**config.mk**
```make
export PLATFORM = sky130hd
export DESIGN_NAME = utf8_stream_validator
export DESIGN_NICKNAME = d
export VERILOG_FILES = /design/src/rtl/usv_pkg.sv /design/src/rtl/utf8_stream_validator.sv /design/src/rtl/usv_front.sv /design/src/rtl/usv_queue.sv /design/src/rtl/usv_back.sv
export SDC_FILE = /design/constraint.sdc
export NUM_CORES = 1
export LEC_CHECK = 0
export ABC_AREA = 1
export CORE_MARGIN = 2
export CORE_UTILIZATION = 55
export DETAILED_ROUTE_END_ITERATION = 8
export DONT_BUFFER_PORTS = 1
export PLACE_DENSITY = 0.7
export SYNTH_ARGS = -nofsm -noshare
export SYNTH_HDL_FRONTEND = slang
export SYNTH_SLANG_ARGS = --single-unit
```
**constraint.sdc**
```tcl
create_clock -name aclk -period 3.4 [get_ports aclk]
set_input_delay 0.17 -clock aclk [delete_from_list [all_inputs] [get_ports aclk]]
set_output_delay 0.17 -clock aclk [all_outputs]
set_load 0.02 [all_outputs]
```
**src/rtl/usv_pkg.sv**
```systemverilog
package usv_pkg;

    localparam logic [7:0] CONT_LO   = 8'h80;
    localparam logic [7:0] CONT_HI   = 8'hBF;
    localparam logic [7:0] LEAD2_MIN = 8'hC2;
    localparam logic [7:0] LEAD2_MAX = 8'hDF;
    localparam logic [7:0] LEAD3_MIN = 8'hE0;
    localparam logic [7:0] LEAD3_MAX = 8'hEF;
    localparam logic [7:0] LEAD4_MIN = 8'hF0;
    localparam logic [7:0] LEAD4_MAX = 8'hF4;
    localparam logic [7:0] LEAD_E0   = 8'hE0;
    localparam logic [7:0] LEAD_ED   = 8'hED;
    localparam logic [7:0] LEAD_F0   = 8'hF0;
    localparam logic [7:0] LEAD_F4   = 8'hF4;
    localparam logic [7:0] E0_LO     = 8'hA0;
    localparam logic [7:0] ED_HI     = 8'h9F;
    localparam logic [7:0] F0_LO     = 8'h90;
    localparam logic [7:0] F4_HI     = 8'h8F;

    localparam int unsigned QUEUE_DEPTH = 2;

    typedef struct packed {
        logic [7:0] data_byte;
        logic       byte_present;
        logic       last;
    } usv_in_t;

    typedef struct packed {
        logic error_seen;
        logic string_done;
        logic string_valid;
    } usv_out_t;

    // byte as seen when no sequence is open, plus its continuation bounds
    typedef struct packed {
        logic [7:0] data_byte;
        logic       byte_present;
        logic       last;
        logic       lead_bad;
        logic [1:0] need;
        logic [7:0] lo;
        logic [7:0] hi;
    } usv_item_t;

endpackage

```
**src/rtl/utf8_stream_validator.sv**
```systemverilog
// utf8_stream_validator: checks byte strings for well-formed utf-8.
// input channel s_valid/s_ready/s_data carries one transaction per byte:
// data_byte, byte_present (0 for an empty closing transaction) and last,
// which marks the end of a string.
// result channel m_valid/m_ready/m_data returns exactly one transaction per
// input transaction, in order: error_seen (sticky error of the current
// string), string_done (copy of last) and string_valid (verdict on the
// closing transaction, 0 otherwise).
// a byte passes a queue entry and the output register before its result is
// valid; throughput is one byte per cycle unless the receiver stalls.
// a front end classifies each byte as it is accepted and writes it into a
// two-entry queue; the back end checks it against the open sequence and
// loads the output register.
// when the receiver stalls, the output register holds its result, the queue
// fills, and s_ready drops once it holds two transactions.
// reset (aresetn low, synchronous) empties the queue and output register and
// returns the sequence state to the start of a string.
module utf8_stream_validator (
    input  logic               aclk,
    input  logic               aresetn,
    input  logic               s_valid,
    output logic               s_ready,
    input  usv_pkg::usv_in_t   s_data,
    output logic               m_valid,
    input  logic               m_ready,
    output usv_pkg::usv_out_t  m_data
);
    import usv_pkg::*;

    logic      push_valid, push_ready;
    usv_item_t push_item;
    logic      pop_valid, pop_ready;
    usv_item_t pop_item;

    usv_front u_front (
        .s_valid    (s_valid),
        .s_ready    (s_ready),
        .s_data     (s_data),
        .push_valid (push_valid),
        .push_ready (push_ready),
        .push_item  (push_item)
    );

    usv_queue u_queue (
        .aclk       (aclk),
        .aresetn    (aresetn),
        .push_valid (push_valid),
        .push_ready (push_ready),
        .push_item  (push_item),
        .pop_valid  (pop_valid),
        .pop_ready  (pop_ready),
        .pop_item   (pop_item)
    );

    usv_back u_back (
        .aclk      (aclk),
        .aresetn   (aresetn),
        .pop_valid (pop_valid),
        .pop_ready (pop_ready),
        .pop_item  (pop_item),
        .m_valid   (m_valid),
        .m_ready   (m_ready),
        .m_data    (m_data)
    );

endmodule

```
**src/rtl/usv_front.sv**
```systemverilog
module usv_front (
    input  logic                s_valid,
    output logic                s_ready,
    input  usv_pkg::usv_in_t    s_data,
    output logic                push_valid,
    input  logic                push_ready,
    output usv_pkg::usv_item_t  push_item
);
    import usv_pkg::*;

    logic [7:0] b;

    assign b          = s_data.data_byte;
    assign s_ready    = push_ready;
    assign push_valid = s_valid;

    always_comb begin
        push_item              = '0;
        push_item.data_byte    = b;
        push_item.byte_present = s_data.byte_present;
        push_item.last         = s_data.last;
        push_item.lo           = CONT_LO;
        push_item.hi           = CONT_HI;
        push_item.need         = 2'd0;
        push_item.lead_bad     = 1'b0;
        if (b[7] == 1'b0) begin
            push_item.need = 2'd0;
        end else if (b >= LEAD2_MIN && b <= LEAD2_MAX) begin
            push_item.need = 2'd1;
        end else if (b >= LEAD3_MIN && b <= LEAD3_MAX) begin
            push_item.need = 2'd2;
            if (b == LEAD_E0) begin
                push_item.lo = E0_LO;
            end
            if (b == LEAD_ED) begin
                push_item.hi = ED_HI;
            end
        end else if (b >= LEAD4_MIN && b <= LEAD4_MAX) begin
            push_item.need = 2'd3;
            if (b == LEAD_F0) begin
                push_item.lo = F0_LO;
            end
            if (b == LEAD_F4) begin
                push_item.hi = F4_HI;
            end
        end else begin
            // stray continuation, overlong C0/C1 or F5-FF
            push_item.lead_bad = 1'b1;
        end
    end

endmodule

```
**src/rtl/usv_queue.sv**
```systemverilog
module usv_queue (
    input  logic                aclk,
    input  logic                aresetn,
    input  logic                push_valid,
    output logic                push_ready,
    input  usv_pkg::usv_item_t  push_item,
    output logic                pop_valid,
    input  logic                pop_ready,
    output usv_pkg::usv_item_t  pop_item
);
    import usv_pkg::*;

    localparam int PTR_W = (QUEUE_DEPTH > 1) ? $clog2(QUEUE_DEPTH) : 1;
    localparam int CNT_W = $clog2(QUEUE_DEPTH + 1);

    usv_item_t              mem_reg [QUEUE_DEPTH];
    logic [PTR_W-1:0]       wr_ptr_reg, wr_ptr_next;
    logic [PTR_W-1:0]       rd_ptr_reg, rd_ptr_next;
    logic [CNT_W-1:0]       count_reg, count_next;
    logic                   push, pop;

    assign push_ready = (count_reg != CNT_W'(QUEUE_DEPTH));
    assign pop_valid  = (count_reg != '0);
    assign pop_item   = mem_reg[rd_ptr_reg];
    assign push       = push_valid && push_ready;
    assign pop        = pop_valid && pop_ready;

    always_comb begin
        wr_ptr_next = wr_ptr_reg;
        rd_ptr_next = rd_ptr_reg;
        count_next  = count_reg;
        if (push) begin
            wr_ptr_next = (wr_ptr_reg == PTR_W'(QUEUE_DEPTH - 1)) ? '0 : wr_ptr_reg + 1'b1;
        end
        if (pop) begin
            rd_ptr_next = (rd_ptr_reg == PTR_W'(QUEUE_DEPTH - 1)) ? '0 : rd_ptr_reg + 1'b1;
        end
        if (push && !pop) begin
            count_next = count_reg + 1'b1;
        end else if (pop && !push) begin
            count_next = count_reg - 1'b1;
        end
    end

    always_ff @(posedge aclk) begin
        if (!aresetn) begin
            wr_ptr_reg <= '0;
            rd_ptr_reg <= '0;
            count_reg  <= '0;
        end else begin
            wr_ptr_reg <= wr_ptr_next;
            rd_ptr_reg <= rd_ptr_next;
            count_reg  <= count_next;
        end
    end

    always_ff @(posedge aclk) begin
        if (push) begin
            mem_reg[wr_ptr_reg] <= push_item;
        end
    end

    a_count_range: assert property (@(posedge aclk) disable iff (!aresetn)
        count_reg <= CNT_W'(QUEUE_DEPTH))
        else $error("queue count out of range");

    a_ptr_gap: assert property (@(posedge aclk) disable iff (!aresetn)
        (count_reg == '0 || count_reg == CNT_W'(QUEUE_DEPTH)) |-> wr_ptr_reg == rd_ptr_reg)
        else $error("queue pointers disagree with count");

endmodule

```
**src/rtl/usv_back.sv**
```systemverilog
module usv_back (
    input  logic                aclk,
    input  logic                aresetn,
    input  logic                pop_valid,
    output logic                pop_ready,
    input  usv_pkg::usv_item_t  pop_item,
    output logic                m_valid,
    input  logic                m_ready,
    output usv_pkg::usv_out_t   m_data
);
    import usv_pkg::*;

    logic [1:0] pend_reg, pend_next;
    logic [7:0] lo_reg, lo_next;
    logic [7:0] hi_reg, hi_next;
    logic       failed_reg, failed_next;
    logic       m_valid_reg, m_valid_next;
    usv_out_t   m_data_reg, m_data_next;
    logic       take;
    logic [1:0] pend_upd;
    logic [7:0] lo_upd, hi_upd;
    logic       failed_upd;

    assign pop_ready = !m_valid_reg || m_ready;
    assign take      = pop_valid && pop_ready;
    assign m_valid   = m_valid_reg;
    assign m_data    = m_data_reg;

    // sequence check for the byte at the head of the queue
    always_comb begin
        pend_upd   = pend_reg;
        lo_upd     = lo_reg;
        hi_upd     = hi_reg;
        failed_upd = failed_reg;
        if (pop_item.byte_present && !failed_reg) begin
            if (pend_reg == 2'd0) begin
                if (pop_item.lead_bad) begin
                    failed_upd = 1'b1;
                end else if (pop_item.need != 2'd0) begin
                    pend_upd = pop_item.need;
                    lo_upd   = pop_item.lo;
                    hi_upd   = pop_item.hi;
                end
            end else begin
                if (pop_item.data_byte < lo_reg || pop_item.data_byte > hi_reg) begin
                    failed_upd = 1'b1;
                    pend_upd   = 2'd0;
                end else begin
                    pend_upd = pend_reg - 2'd1;
                end
                lo_upd = CONT_LO;
                hi_upd = CONT_HI;
            end
        end
    end

    always_comb begin
        pend_next    = pend_reg;
        lo_next      = lo_reg;
        hi_next      = hi_reg;
        failed_next  = failed_reg;
        m_valid_next = m_valid_reg && !m_ready;
        m_data_next  = m_data_reg;
        if (take) begin
            m_valid_next             = 1'b1;
            m_data_next.error_seen   = failed_upd;
            m_data_next.string_done  = pop_item.last;
            m_data_next.string_valid = pop_item.last && !failed_upd && (pend_upd == 2'd0);
            if (pop_item.last) begin
                pend_next   = 2'd0;
                lo_next     = CONT_LO;
                hi_next     = CONT_HI;
                failed_next = 1'b0;
            end else begin
                pend_next   = pend_upd;
                lo_next     = lo_upd;
                hi_next     = hi_upd;
                failed_next = failed_upd;
            end
        end
    end

    always_ff @(posedge aclk) begin
        if (!aresetn) begin
            pend_reg    <= 2'd0;
            lo_reg      <= CONT_LO;
            hi_reg      <= CONT_HI;
            failed_reg  <= 1'b0;
            m_valid_reg <= 1'b0;
        end else begin
            pend_reg    <= pend_next;
            lo_reg      <= lo_next;
            hi_reg      <= hi_next;
            failed_reg  <= failed_next;
            m_valid_reg <= m_valid_next;
        end
        m_data_reg <= m_data_next;
    end

    a_valid_verdict: assert property (@(posedge aclk) disable iff (!aresetn)
        (m_valid_reg && m_data_reg.string_valid) |->
            (m_data_reg.string_done && !m_data_reg.error_seen))
        else $error("string_valid without string_done or with error");

    a_clear_after_last: assert property (@(posedge aclk) disable iff (!aresetn)
        (take && pop_item.last) |=> (pend_reg == 2'd0 && !failed_reg))
        else $error("state not cleared after closing transaction");

    a_bounds_need_pending: assert property (@(posedge aclk) disable iff (!aresetn)
        (lo_reg != CONT_LO || hi_reg != CONT_HI) |-> (pend_reg != 2'd0))
        else $error("narrowed bounds with no continuation owed");

    a_failed_no_pending: assert property (@(posedge aclk) disable iff (!aresetn)
        failed_reg |-> (pend_reg == 2'd0))
        else $error("continuations owed after an error");

endmodule
```
==> impl_results.md, run 1 <==
- Status: finished clean
- Hold depth: 2
- FILL cells: 356
- Synth-to-layout area growth: 11.22%
- Final cell count without fillers: 300
- Worst VDD drop: 0.4364 mV
- Final Skew: 0.009061 ns
- IO Port Bufs: 0
- Die area: 4625 sq um
- Nets: 268
- Yosys top cell by area: edfxtp_1
- CTS Buf Count: 5
- Synthesized net count: 249
- Met2 WL: 1.816 mm
- Layout cells sized above 1: 0.09600
- Final worst setup slack: 1.174 ns
- First-pass GRT wire length: 6.458 mm
- Drt via density: 5.030
- Setup violators final: 0
- # IOs: 19
- Largest register FFs: 34
- Vias in the first global route: 1,442
- Post-route cell area: 2506 sq um
- Synth cell types: 32
- 1st-iter DRT viols: 63
- Leak: 1.050 nW
- CP Data Required Time: 3.56 ns
- Max cap viols: 0
- Syn avg cell area: 9.797 sq um
- Die width: 68.01 microns
- Flops & latches, synth: 50
- Post-Synthesis Cell Area: 2253 sq um
- Post-layout minimum cycle time: 2.226 ns
- CTS Root Buffer Type: clkbuf_8
- Power Dens Cells: 695.7 nW/um^2
- Die H: 68.01 microns
- Antenna diodes: 0
- Hpwl dp: 2.750 mm
- RSZ-0062 raised after global routing: no
- Area after DPL: 2305 sq um
- Total GRT Usage: 0.1939
- Routed wire length per instance: 12.91 microns
- Largest net degree at the start of global routing: 19
- EDFF count, synth: 37
- Syn Inst Count: 230
- Clock buffer depth: 2
- Fin Hold WS: 0.01425 ns
- Clock Pin Slew Worst Setup and Hold Paths: 0.09 ns
- Clock Latency Late Sink: 0.29 ns
- Cells after DPL: 280
- Crit path launch type: register
- Yosys warnings: 0
- Hold Violations, Final: 0
- Met3 wire length: 125 microns
- Post-route ant nets: 0
- DR vias: 1,509
- Top-count cell post-synth: nand2_1
- Initial antenna violation count: 0
- Critical path class: reg -> reg
- H-tree levels: 2
- Crit path arrival time: 2.39 ns
- CTS tree: yes
- Grt ovf: 0
- Initial core utilization: 0.5674
- Max-slew headroom: 0.5236
- Core area: 3971 sq um
- Max FO, Critical Path: 18
- M1 WL: 1.895 mm
- Fmax: 449.3 MHz
- TNS Setup: 0 ns
- # DRC: 0
- R2R cell count: 12
- CP Capture Type: register
- Asr flop ratio synth: 0
- Dpl ws: 1.172 ns
- GPL Wtd Cong: 0.8519
- Yosys top cell area share: 0.4931
- CTS sink cnt: 50
- Cell Rows: 23
- Pins Over Slew Limit: 0
- Commonest cells post-synth: nand2_1, edfxtp_1, inv_1
- DR top layer: met4
- Worst Hold Class: in -> reg
- Register area share after synthesis: 0.6086
- Fin crit share: 0.6546
- Slew @ Worst Pin: 0.7136 ns
- Final WL: 3.872 mm
- DR pass1 iterations: 4
- Top post-synthesis cells by area: edfxtp_1, dfxtp_1, nand2_1
- Ys flop type: edfxtp_1
cell families after synthesis:
logic type / share of synthesized area
AO/OA/AOI/OAI: 0.07441
XOR/XNOR: 0.003887
adder cells (fa/ha/maj): 0.02776
buffers and inverters: 0.07274
flip-flops: 0.6086
multiplexers: 0.008884
AND/OR/NAND/NOR: 0.2038
per-stage QoR:
stage                     power (mW)    util
after global placement         1.421  0.5803
final                          1.744  0.6311
after detailed placement       1.430  0.5803
after global routing           1.874  0.6311
after floorplan                1.340       -
after CTS                      1.751  0.6285
power by group:
group	internal (mW)	total [mW]	switching [mW]
Clock	0.142	0.316	0.175
Combinational	0.189	0.529	0.340
Sequential	0.789	0.898	0.109
Total	1.12	1.74	0.624
path summary, 6_finish.rpt:
check                                        start            endpoint  slack, ns
worst max-delay path                      register    u_back.m_data[0]       1.17
worst min-delay path                       aresetn  u_queue.wr_ptr_reg       0.01
worst max register to register            register    u_back.m_data[0]       1.17
worst min register to register  u_queue.rd_ptr_reg  u_queue.rd_ptr_reg       0.46
cell type report:
class,instances,area [sq um],area share
Sequential cell,50,1371,0.5472
Timing Repair Buffer,14,135.1,0.05392
Inverter,36,137.6,0.05492
Tap cell,50,62.56,0.02496
Clock inverter,2,8.758,0.003495
Clock buffer,6,72.57,0.02896
Multi-Input combinational cell,142,718.2,0.2866
what timing repair did:
action,CTS,global route
endpoints found under the hold margin,22,1
buffers inserted,0,0
hold buffers,11,1
resized for setup,0,0
cells in the final DEF, fill, tap and decap left out, types with 2 or more instances in the layout:
cell	n
nand2_1	61
edfxtp_1	37
inv_1	33
nor2_1	19
dfxtp_1	13
dlygate4sd3_1	12
nand3_1	10
a21oi_1	9
o21ai_0	8
nand2_2	6
ha_1	5
clkbuf_8	5
o21ai_1	3
nand4_1	3
nor3_1	2
inv_2	2
mux2i_1	2
buf_4	2
worst max-delay path, cell delays in order, from the launching register on:
cell     delay (ns)
dfxtp_1        0.79
inv_4          0.11
nand2_1        0.09
nand2_1        0.07
ha_1           0.29
a21o_1         0.18
nand2_1        0.05
nand2_1        0.06
nand2_2        0.08
nand2_2        0.06
a21oi_4        0.14
nand2_1        0.07
nor2_1         0.09
metal layers:
metal | up-vias | GRT usage
met5 | - | 0
met4 | 0 | 0.06500
met3 | 4 | 0.04441
met2 | 26 | 0.3058
met1 | 688 | 0.2655
li1 | 791 | -
Note: power is estimated with default switching activity, not from simulation.
==> run 2, diff against run 1 <==
--- a/config.mk
+++ b/config.mk
@@ -5,7 +5,7 @@
 export SDC_FILE = /design/constraint.sdc
 export NUM_CORES = 1
 export LEC_CHECK = 0
-export ABC_AREA = 1
+export ABC_AREA = 0
 export CORE_MARGIN = 2
 export CORE_UTILIZATION = 55
 export DETAILED_ROUTE_END_ITERATION = 8
==> constraint.sdc (replaced) <==
create_clock -name aclk -period 2.3 [get_ports aclk]
set_input_delay 0.115 -clock aclk [delete_from_list [all_inputs] [get_ports aclk]]
set_output_delay 0.115 -clock aclk [all_outputs]
set_load 0.02 [all_outputs]
==> run 2 against run 1 <==
Area after synthesis is 1.4% lower. Worst setup slack worse by 0.98 ns. Via count is 6.7% lower. Clock power is 56% higher. Sequential share of layout area is 0.38 points lower. First-iteration DRC count is 25% higher. Routed wire length is 1.1% higher. Clock-buffer cell count is 1 lower. Die area is 1.3% lower. Sequential cell count stayed put. Fmax is 5.8% higher. Total power is 48% higher. Highest routed layer unchanged.
==> impl_results.md, run 2 <==
- Max cap viols: 0 (unchanged)
- Final worst setup slack: 0.1960 ns (was 1.174 ns)
- Syn Inst Count: 177 (was 230)
- Largest register FFs: 34 (unchanged)
- CTS Root Buffer Type: clkbuf_8 (unchanged)
- Cells after DPL: 228 (was 280)
- Worst Hold Class: in -> reg (unchanged)
- Clock Latency Late Sink: 0.30 ns (was 0.29 ns)
- CTS Buf Count: 5 (unchanged)
- Critical path class: reg -> reg (unchanged)
- Hpwl dp: 2.663 mm (was 2.750 mm)
- Final WL: 3.914 mm (was 3.872 mm)
- Layout cells sized above 1: 0.1566 (was 0.09600)
- # IOs: 19 (unchanged)
- Slew @ Worst Pin: 0.6649 ns (was 0.7136 ns)
- Synthesized net count: 196 (was 249)
- Max-slew headroom: 0.5511 (was 0.5236)
- Clock Pin Slew Worst Setup and Hold Paths: 0.09 ns (about the same)
- CTS sink cnt: 50 (unchanged)
- Syn avg cell area: 12.55 sq um (was 9.797 sq um)
- Part of the power in registers: 0.498 (was 0.515)
- Largest net degree at the start of global routing: 18 (was 19)
- Final cell count without fillers: 248 (was 300)
- CP Capture Type: register (unchanged)
- Leak: 0.8868 nW (was 1.050 nW)
- Most frequent cells in the layout: edfxtp_1, nor2_1, dlygate4sd3_1, dfxtp_1, inv_1 (was nand2_1, edfxtp_1, inv_1)
- Register cell area after layout: 1373 sq um (was 1371 sq um)
- Die area: 4564 sq um (was 4625 sq um)
- FILL cells: 305 (was 356)
- Crit path arrival time: 2.23 ns (was 2.39 ns)
- Max FO, Critical Path: 4 (was 18)
- CP Data Required Time: 2.42 ns (was 3.56 ns)
- Setup violators final: 0 (unchanged)
- Routed wire length per instance: 15.78 microns (was 12.91 microns)
- Cell Rows: 23 (unchanged)
- Gr busiest metal: met2 (unchanged)
- Post-layout minimum cycle time: 2.104 ns (was 2.226 ns)
- NetSw: 0.8690 mW (was 0.6244 mW)
- Area after DPL: 2295 sq um (was 2305 sq um)
- Top post-synthesis cells by area: edfxtp_1, dfxtp_1, ha_1 (was edfxtp_1, dfxtp_1, nand2_1)
- Post-route ant nets: 0 (unchanged)
- Multi-input gate area: 799.5 sq um (was 718.2 sq um)
- TNS Setup: 0 ns (unchanged)
- Die H: 67.56 microns (was 68.01 microns)
- Clock buffer depth: 2 (unchanged)
- Top-count cell post-synth: edfxtp_1 (was nand2_1)
- Fin crit share: 0.9148 (was 0.6546)
- Post-Synthesis Cell Area: 2222 sq um (was 2253 sq um)
- Commonest cells post-synth: edfxtp_1, dfxtp_1, nor2_1 (was nand2_1, edfxtp_1, inv_1)
- Post-route cell area: 2526 sq um (was 2506 sq um)
- Fin Hold WS: 0.01188 ns (was 0.01425 ns)
- Drt via density: 5.677 (was 5.030)
- First-pass GRT wire length: 6.341 mm (was 6.458 mm)
- Dpl ws: 0.06217 ns (was 1.172 ns)
- Hold Violations, Final: 0 (unchanged)
- GR Util met3: 0.05667 (was 0.04441)
- Switching Share: 0.3370 (was 0.3581)
- Core area: 3943 sq um (was 3971 sq um)
- Clock power share: 0.191 (was 0.181)
- DR pass1 iterations: 4 (unchanged)
- EDFF count, synth: 37 (unchanged)
- Initial core utilization: 0.5636 (was 0.5674)
- Antenna diodes: 0 (unchanged)
- Comb power frac: 0.311 (was 0.303)
- Yosys top cell area share: 0.5000 (was 0.4931)
- Pins Over Slew Limit: 0 (unchanged)
- Vias in the first global route: 1,433 (was 1,442)
- Met2 global-route usage: 0.3346 (was 0.3058)
- H-tree levels: 2 (unchanged)
- Synth cell types: 48 (was 32)
- 1st-iter DRT viols: 79 (was 63)
- Flops & latches, synth: 50 (unchanged)
- DR vias: 1,408 (was 1,509)
- Commonest non-fill, non-tap cell in the layout: edfxtp_1 (was nand2_1)
- Asr flop ratio synth: 0 (unchanged)
- Ys flop type: edfxtp_1 (unchanged)
- Yosys top cell by area: edfxtp_1 (unchanged)
- CTS tree: yes (unchanged)
- Synth-to-layout area growth: 13.68% (was 11.22%)
- Final Skew: 0.006413 ns (was 0.009061 ns)
- # DRC: 0 (unchanged)
- GPL Wtd Cong: 0.7841 (was 0.8519)
- Power Dens Cells: 1021 nW/um^2 (was 695.7 nW/um^2)
- Worst VDD drop: 0.5453 mV (was 0.4364 mV)
- Register area share after synthesis: 0.6171 (was 0.6086)
- Nets: 216 (was 268)
- Die width: 67.56 microns (was 68.01 microns)
- Fmax: 475.3 MHz (was 449.3 MHz)
- Initial antenna violation count: 0 (unchanged)
- Met1 GRT Util: 0.2327 (was 0.2655)
- RSZ-0062 raised after global routing: no (unchanged)
- Yosys warnings: 0 (unchanged)
- Crit path launch type: register (unchanged)
- Pint: 1.710 mW (was 1.119 mW)
- Status: finished clean (unchanged)
- Grt ovf: 0 (unchanged)
- IO Port Bufs: 0 (unchanged)
- Total GRT Usage: 0.1940 (was 0.1939)
## run 2: cell type report
class                   count  share of cell area
inverters                  12             0.01783
well taps                  50             0.02476
flip-flops and latches     50              0.5433
clock inverters             3            0.007925
multi-input cells         111              0.3165
repair buffers             17             0.06241
clock buffers               5             0.02724
## run 2: layer usage
layer | wire, microns | part of all wire | vias up
met5 | 0 | 0 | -
met3 | 157 | 0.040 | 6
met1 | 1752 | 0.45 | 665
li1 | - | - | 703
met2 | 1954 | 0.50 | 34
met4 | 49 | 0.013 | 0
## run 2: power by group through the flow
stage               sequential, mW  combinational, mW  clock (mW)
floorplan                     1.28              0.620           0
global placement              1.30              0.728           0
detailed placement            1.31              0.758           0
CTS                           1.29              0.789       0.504
global route                  1.31              0.886       0.542
finish                        1.29              0.801       0.493
## run 2: kinds of logic after synthesis
group                      count (synthesis)  synth area share
xor gates and xnor gates                   4           0.01577
DFF                                       50            0.6171
buffers and inverters                     16           0.03265
and+or+nand+nor                           59            0.1498
AOI/OAI and AO/OA                         34            0.1115
muxes                                      9           0.04504
adders and majority gates                  5           0.02815
## run 2: worst max-delay path, stage by stage (launching register included)
cell and delay (ns):
dfxtp_2 0.36, mux2_2 0.35, ha_1 0.31, nand4_1 0.12, o21ai_2 0.07, o211ai_1 0.26, o211ai_1 0.17, nor4_2 0.28
## run 2: worst paths after layout
kind | start | endpoint | slack (ns) | cells after the start
setup / recovery | register | u_back.m_data[0] | 0.20 | 7
hold / removal | s_data[4] | u_queue.mem_reg[1][13] | 0.01 | 1
setup reg to reg | register | u_back.m_data[0] | 0.20 | 7
hold reg to reg | u_back.lo_reg[4] | u_back.lo_reg[4] | 0.50 | 2
## run 2: stage by stage
step,utilization,total power [mW]
after floorplan,-,1.903
after global placement,0.5820,2.028
after detailed placement,0.5820,2.065
after CTS,0.6338,2.578
after global routing,0.6407,2.736
final,0.6407,2.579
## run 2: repair_timing
action / in CTS / in global routing
gates resized for setup: 1 / 4
pin swaps: 0 / 4
setup buffers: 0 / 0
hold buffers: 11 / 1
endpoints found under the hold margin: 29 / 2
setup endpoints to repair: 1 / 3
==> run 3, diff against run 2 <==
--- a/config.mk
+++ b/config.mk
@@ -5,7 +5,7 @@
 export SDC_FILE = /design/constraint.sdc
 export NUM_CORES = 1
 export LEC_CHECK = 0
-export ABC_AREA = 0
+export ABC_AREA = 1
 export CORE_MARGIN = 2
 export CORE_UTILIZATION = 55
 export DETAILED_ROUTE_END_ITERATION = 8
==> run 3 against run 2 <==
Global-route usage up 1.1 points. Combinational power up 5.9%. Register-to-register slack better by 0.16 ns. Sequential cell count unchanged. Final area up 0.20%. Cell count up 22%. Clock power down 3%. Largest cell class unchanged.
==> impl_results.md, run 3 (same netlist as run 1, synthesis figures left out) <==
- H-tree levels: 2 (unchanged)
- Total GRT Usage: 0.2049 (was 0.1940)
- Hpwl dp: 3.005 mm (was 2.663 mm)
- Synth-to-layout area growth: 12.33% (was 13.68%)
- Post-layout minimum cycle time: 1.945 ns (was 2.104 ns)
- # IOs: 19 (unchanged)
- Clock Latency Late Sink: 0.30 ns (about the same)
- Clock Pin Slew Worst Setup and Hold Paths: 0.09 ns (about the same)
- Die H: 68.01 microns (was 67.56 microns)
- Reg-to-reg endpoint: u_back.m_data[0] (unchanged)
- Cell Rows: 23 (unchanged)
- CTS Root Buffer Type: clkbuf_8 (unchanged)
- Largest net degree at the start of global routing: 19 (was 18)
- Post-route ant nets: 0 (unchanged)
- First-pass GRT wire length: 6.644 mm (was 6.341 mm)
- Dpl ws: 0.3615 ns (was 0.06217 ns)
- Grt ovf: 0 (unchanged)
- Final Skew: 0.008679 ns (was 0.006413 ns)
- Drt via density: 5.003 (was 5.677)
- CP Capture Type: register (unchanged)
- Most frequent cells in the layout: nand2_1, edfxtp_1, inv_1 (was edfxtp_1, nor2_1, dlygate4sd3_1, dfxtp_1, inv_1)
- Hold EP: u_back.m_valid (was u_queue.mem_reg[1][13])
- Pins Over Slew Limit: 0 (unchanged)
- Crit path largest cell delay: 0.51 ns (was 0.36 ns)
- Max-slew headroom: 0.6977 (was 0.5511)
- Max FO, Critical Path: 8 (was 4)
- IO Port Bufs: 0 (unchanged)
- Area after DPL: 2320 sq um (was 2295 sq um)
- CTS sink cnt: 50 (unchanged)
- Clock buffer depth: 2 (unchanged)
- Slew @ Worst Pin: 0.4505 ns (was 0.6649 ns)
- CP most frequent cell: nand2_1 (was o211ai_1)
- Final WL: 4.217 mm (was 3.914 mm)
- Final cell count without fillers: 303 (was 248)
- Largest register FFs: 34 (unchanged)
- Final worst setup slack: 0.3553 ns (was 0.1960 ns)
- Initial antenna violation count: 0 (unchanged)
- # DRC: 0 (unchanged)
- Crit-path slowest cell: dfxtp_1 (was dfxtp_2)
- Hold depth: 3 (was 1)
- Power Dens Cells: 1039 nW/um^2 (was 1021 nW/um^2)
- Hold Violations, Final: 0 (unchanged)
- Worst Hold Class: in -> reg (unchanged)
- Hold Crit Start: m_ready (was s_data[4])
- Final total power: 2.630 mW (was 2.579 mW)
- Status: finished clean (unchanged)
- RSZ-0062 raised after global routing: no (unchanged)
- Met2 WL: 2.077 mm (was 1.954 mm)
- DR pass1 iterations: 4 (unchanged)
- DR vias: 1,516 (was 1,408)
- Met3 wire length: 140 microns (was 157 microns)
- Vias in the first global route: 1,458 (was 1,433)
- Nets: 271 (was 216)
- Die width: 68.01 microns (was 67.56 microns)
- Initial core utilization: 0.5674 (was 0.5636)
- Worst VDD drop: 0.5621 mV (was 0.5453 mV)
- Multi-input gate area: 718.2 sq um (was 799.5 sq um)
- FILL cells: 337 (was 305)
- Max cap viols: 0 (unchanged)
- CTS tree: yes (unchanged)
- Reg2reg setup slack: 0.36 ns (was 0.20 ns)
- Routed wire length per instance: 13.92 microns (was 15.78 microns)
- CTS Buf Count: 5 (unchanged)
- Post-route cell area: 2531 sq um (was 2526 sq um)
- Layout cells sized above 1: 0.1028 (was 0.1566)
- Setup violators final: 0 (unchanged)
- Critical path class: reg -> reg (unchanged)
- Register cell area after layout: 1371 sq um (was 1373 sq um)
- Fmax: 514.2 MHz (was 475.3 MHz)
- R2R cell count: 12 (was 7)
- Core area: 3971 sq um (was 3943 sq um)
- Crit path arrival time: 2.11 ns (was 2.23 ns)
- 1st-iter DRT viols: 70 (was 79)
- CP Data Required Time: 2.47 ns (was 2.42 ns)
- Leak: 1.067 nW (was 0.8868 nW)
- Crit path launch type: register (unchanged)
- Commonest non-fill, non-tap cell in the layout: nand2_1 (was edfxtp_1)
- Cells after DPL: 282 (was 228)
- TNS Setup: 0 ns (unchanged)
- Worst path cell trace: inv_4 > nand2_1 > nand2_1 > ha_1 > a21o_1 > nand2_1 > nand2_1 > nand2_2 > nand2_2 > a21oi_4 > nand2_1 > nor2_1 (was mux2_2 > ha_1 > nand4_1 > o21ai_2 > o211ai_1 > o211ai_1 > nor4_2)
- M1 WL: 1.980 mm (was 1.752 mm)
- Antenna diodes: 0 (unchanged)
- DR top layer: met4 (unchanged)
- Fin crit share: 0.8455 (was 0.9148)
- GPL Wtd Cong: 0.8964 (was 0.7841)
- Die area: 4625 sq um (was 4564 sq um)
run 3: cell types whose count changed in the layout (fill, tap and decap cells not counted), moves of 3 or more:
cell / previous run / this run
nand2_1: 8 / 61
and3_1: 3 / 0
nand3b_1: 3 / 0
nand2_2: 0 / 6
o21ai_1: 0 / 3
nand3_1: 6 / 10
a21oi_1: 6 / 9
inv_1: 11 / 33
nor2_1: 12 / 19
nand2b_1: 3 / 0
o211ai_1: 3 / 0
mux2_2: 4 / 0
run 3: per-stage QoR:
stage               hold WS (ns)  utilization
floorplan                 0.1837            -
global placement          0.1879       0.5841
detailed placement        0.1879       0.5841
CTS                     0.007361       0.6323
global route            0.007890       0.6374
finish                   0.01528       0.6374
run 3: layout make-up:
| class | count | share of cell area |
|---|---|---|
| Clock inverter | 2 | 0.003460 |
| Sequential cell | 50 | 0.5418 |
| Clock buffer | 6 | 0.02867 |
| Inverter | 36 | 0.05437 |
| Tap cell | 50 | 0.02472 |
| Timing Repair Buffer | 17 | 0.06327 |
| Multi-Input combinational cell | 142 | 0.2837 |
run 3: what timing repair did:
item / CTS / global route
hold buffers: 11 / 2
buffers inserted: 0 / 0
endpoints found under the hold margin: 26 / 2
resized for setup: 0 / 0
run 3: critical path, delay by kind of cell (launching register included):
kind,cells,cell delay (ns)
adder cells (fa/ha/maj),1,0.29
AO/OA/AOI/OAI,2,0.33
AND/OR/NAND/NOR,8,0.59
flip-flops,1,0.51
buffers and inverters,1,0.10
run 3: metal layers:
| layer | global-route usage | up-vias |
|---|---|---|
| met2 | 0.3204 | 29 |
| met4 | 0.06250 | 0 |
| met3 | 0.05428 | 4 |
| met1 | 0.2807 | 687 |
| met5 | 0 | - |
| li1 | - | 796 |
run 3: how the worst max path moves through the flow:
stage          cells after the start                     end  slack (ns)
6_report                          12        u_back.m_data[0]        0.36
3_5_place_dp                      12        u_back.m_data[0]        0.36
3_3_place_gp                      11        u_back.m_data[2]        0.45
5_1_grt                           12        u_back.m_data[0]        0.18
4_1_cts                           12        u_back.m_data[0]        0.34
2_1_floorplan                      4  u_queue.mem_reg[1][12]        0.42
run 3: report_power, final:
part	switching (mW)	internal [mW]
Clock	0.269	0.209
Combinational	0.550	0.299
Sequential	0.136	1.17
Total	0.956	1.67
